[config.mk]
export PLATFORM = sky130hd
export DESIGN_NAME = gsbtb_lookup
export DESIGN_NICKNAME = d
export VERILOG_FILES = /design/src/rtl/gsbtb_pkg.sv /design/src/rtl/gsbtb_lookup.sv
export SDC_FILE = /design/constraint.sdc
export NUM_CORES = 1
export LEC_CHECK = 0
export BUFFER_PORTS_ARGS = -buffer_cell sky130_fd_sc_hd__buf_4
export CORE_AREA = 2 2 92 94
export DETAILED_ROUTE_END_ITERATION = 7
export DIE_AREA = 0 0 94 96
export GPL_TIMING_DRIVEN = 0
export PLACE_DENSITY_LB_ADDON = 0.15
export REMOVE_ABC_BUFFERS = 1
export SLEW_MARGIN = 20
export SYNTH_ARGS = -nofsm -noshare
export SYNTH_HDL_FRONTEND = slang
export SYNTH_SLANG_ARGS = --single-unit
export TNS_END_PERCENT = 10
[constraint.sdc]
create_clock -name vclk -period 6.05
set_clock_uncertainty 0.1 [all_clocks]
set_input_delay 1.815 -clock vclk [all_inputs]
set_output_delay 1.815 -clock vclk [all_outputs]
set_load 0.05 [all_outputs]
[src/rtl/gsbtb_pkg.sv]
// Shared types and constants for the gshare predictor with BTB.
// No dependencies; imported by the lookup, core and checker files and by the bench.
`default_nettype none

package gsbtb_pkg;

    localparam int unsigned PC_W  = 32;
    localparam int unsigned CNT_W = 2;

    // Fall-through step of a sequential fetch.
    localparam logic [PC_W-1:0] FETCH_STEP = 32'd4;

    typedef logic [CNT_W-1:0] t_cnt;

    localparam t_cnt CNT_MIN = 2'd0;
    localparam t_cnt CNT_MAX = 2'd3;

    typedef enum logic {
        KIND_PREDICT = 1'b0,
        KIND_UPDATE  = 1'b1
    } t_kind;

    // Request item: a lookup or a resolved branch.
    typedef struct packed {
        t_kind           kind;
        logic [PC_W-1:0] pc;
        logic            taken;
        logic            is_conditional;
        logic [PC_W-1:0] target;
    } t_req;

    // Result item.
    typedef struct packed {
        logic            predicted_taken;
        logic [PC_W-1:0] predicted_target;
    } t_rsp;

    // One BTB line; tag is the whole pc.
    typedef struct packed {
        logic            valid;
        logic            uncond;
        logic [PC_W-1:0] tag;
        logic [PC_W-1:0] target;
    } t_btb_entry;

    localparam int unsigned BTB_ENTRY_W = $bits(t_btb_entry);

    // Write-back controls produced by the resolve logic.
    typedef struct packed {
        logic       btb_we;
        logic       pht_we;
        t_btb_entry btb_entry;
        t_cnt       cnt;
    } t_wr_ctl;

endpackage

`default_nettype wire

[src/rtl/gsbtb_lookup.sv]
// Prediction decision and resolve write-back for the item held in stage 1.
// Depends on gsbtb_pkg.
`default_nettype none

module gsbtb_lookup (
    input  wire gsbtb_pkg::t_req       i_item,
    input  wire gsbtb_pkg::t_btb_entry i_entry,
    input  wire gsbtb_pkg::t_cnt       i_cnt,
    output      gsbtb_pkg::t_rsp       o_rsp,
    output      gsbtb_pkg::t_wr_ctl    o_wr
);
    import gsbtb_pkg::*;

    logic hit;
    t_cnt cnt_next;

    assign hit = i_entry.valid && (i_entry.tag == i_item.pc);

    // saturating 2-bit counter
    always_comb begin
        cnt_next = i_cnt;
        if (i_item.taken) begin
            if (i_cnt != CNT_MAX) begin
                cnt_next = i_cnt + t_cnt'(1);
            end
        end else begin
            if (i_cnt != CNT_MIN) begin
                cnt_next = i_cnt - t_cnt'(1);
            end
        end
    end

    always_comb begin
        o_rsp = '0;
        o_wr  = '0;
        unique case (i_item.kind)
            KIND_PREDICT: begin
                if (hit && (i_entry.uncond || i_cnt[CNT_W-1])) begin
                    o_rsp.predicted_taken  = 1'b1;
                    o_rsp.predicted_target = i_entry.target;
                end else begin
                    o_rsp.predicted_taken  = 1'b0;
                    o_rsp.predicted_target = i_item.pc + FETCH_STEP;
                end
            end
            KIND_UPDATE: begin
                o_wr.btb_we           = 1'b1;
                o_wr.btb_entry.valid  = 1'b1;
                o_wr.btb_entry.uncond = !i_item.is_conditional;
                o_wr.btb_entry.tag    = i_item.pc;
                o_wr.btb_entry.target = i_item.target;
                o_wr.pht_we           = i_item.is_conditional;
                o_wr.cnt              = cnt_next;
            end
            default: begin
                o_rsp = '0;
                o_wr  = '0;
            end
        endcase
    end

endmodule

`default_nettype wire

==> results.md <==
* Post-synth top area share at 0.177
* Final setup violation count at 0
* Antenna viol nets, final at 0
* Vias in the first global route at between 2000 and 3000
* Slew Limit Fails at 0
* Initial Util at 0.263
* CP required at ~4.1 ns
* Most common cell after layout, fill and taps aside: buf_4
* Period utilization at 0.995
* Peak VDD IR at 0.0000611 V
* Max-cap violations at 0
* GRT Resource Usage Total at 0.208
* Area after DPL at 0.00391 sq mm
* # IOs at 238
* Routed via count at about 3200
* Height of the die at about 96 microns
* Fmax at between 150 and 200 MHz
* Synth warnings at 0
* Final Hold Violating Endpoints at 0
* Slew headroom at 0.473
* Worst Path Arrival at about 4.1 ns
* Design area at between 0.004 and 0.005 sq mm
* Detailed Place HPWL at between 8 and 9 mm
* Routability congestion estimate at approximately 0.9
* FP Rows at 33
* Wire per inst at ~17 microns
* Setup Crit Path Kind: in2out
* Initial antenna violation count at 0
* Register Area at 0 sq um
* WL final at roughly 11 mm
* Commonest cells after routing, fill and taps aside: buf_4, and2_1, xor2_1
* Sequential element share of the synthesized area at 0
* Diodes inserted at 0
* Min Hold Slack at about 3.8 ns
* Startpoint Class: input port
* Max FO, Critical Path at 7
* Area leader, netlist: and2_1
* Fillers at 846
* Leakage power at 1.82 nW
* Yosys cell types at 32
* Outcome: finished clean
* Tightest Pin Transition at roughly 0.79 ns
* Dominant cells by area after synthesis: and2_1, xor2_1, xnor2_1
* CTS Hold Bufs at 0
* IO Port Bufs at around 240
* Cells after Synth at 326
* Synthesized area at between 0.002 and 0.0025 sq mm
* Mean Syn Cell Area at approximately 6.5 sq um
* First-pass DRT Iterations at 4
* Largest net degree at the start of global routing at between 90 and 100
* Nets@finish at roughly 680
* RSZ-0062 raised after global routing: true
* Finished Core Util at 0.506
* Setup ws final at 0.0280 ns
* # DRC at 0
* Fin crit period at ~6 ns
* HP Class: in2out
* DRT iter0 DRCs at 116
* Via density at around 5
* Area delta synth->final at 92.1%
* Clock Buffer Count at 0
* Area of the core at 0.00805 sq mm
* Share of layout cells above drive strength 1 at 0.495
* Die area at approximately 0.0090 sq mm
* Pwr Total at ~0.37 mW
* First-pass GRT wire length at roughly 15 mm
* CP Capture Type: output pin
* DIE WIDTH at between 90 and 100 microns
* Place WS at -0.778 ns
* Grt ovf at 0
* Seq_cells at 0
* PwrDens at 91.9 mW/mm^2
==> metal layers <==
layer	global-route usage	routed length, microns	vias to the layer above
li1	-	-	1614
met1	0.264	4290	1464
met2	0.396	5560	143
met3	0.0204	832	8
met4	0.0181	121	0
met5	0	0	-
==> metrics by stage <==
| stage | cells | setup TNS [ns] |
|---|---|---|
| after floorplan | 294 | -16.30 |
| after global placement | 637 | -15.04 |
| after detailed placement | 637 | -17.38 |
| after CTS | 637 | -0.00510 |
| after global routing | 644 | -0.207 |
| final | 644 | 0 |
==> cell families (layout without fill, tap and decap cells) <==
family,Yosys count,count (layout),synth area share
AND/OR/NAND/NOR,178,179,0.502
buffers and inverters,39,251,0.0803
multiplexers,1,1,0.00531
adder cells (fa/ha/maj),1,1,0.00590
AO/OA/AOI/OAI,44,44,0.146
XOR/XNOR,63,63,0.260
==> timing repair <==
action / CTS / global route
pin swaps: 1 / 7
resized for setup: 10 / 14
endpoints found under the setup margin: 29 / 28
cloned: 0 / 1
buffers inserted: 0 / 6
==> layout make-up <==
cell class	instances	area, sq um	area share
Multi-Input combinational cell	288	2060	0.507
Timing Repair Buffer	244	1850	0.455
Tap cell	105	131	0.0323
Inverter	7	26.3	0.00645
==> critical path: stages <==
cell	delay [ns]
buf_4	0.14
xor2_1	0.18
or4_4	0.56
or4_4	0.61
or3_4	0.45
a21oi_1	0.15
buf_4	0.21
==> final timing paths <==
kind / start / endpoint / slack [ns] / cells after the start
max: i_item[56] / o_rsp[29] / 0.03 / 7
min: i_item[32] / o_wr[66] / 3.82 / 3
==> cell usage after synthesis (7+ instances only) <==
master     n
a211oi_1  22
xnor2_1   28
inv_1      7
nand2_1    9
a21oi_1   10
nor2_1    12
nand4_1   16
nand3_1   13
xor2_1    35
nor3_1     7
nor4_1    34
and3_1     7
clkbuf_1  27
and2_1    60
==> power by group <==
part           total, mW  leakage, nW  switching [mW]  internal, mW
Clock                  0            0               0             0
Combinational      0.374         1.82           0.230         0.144
Sequential             0            0               0             0
Total              0.374         1.82           0.230         0.144
Note: power is estimated with default switching activity, not from simulation.
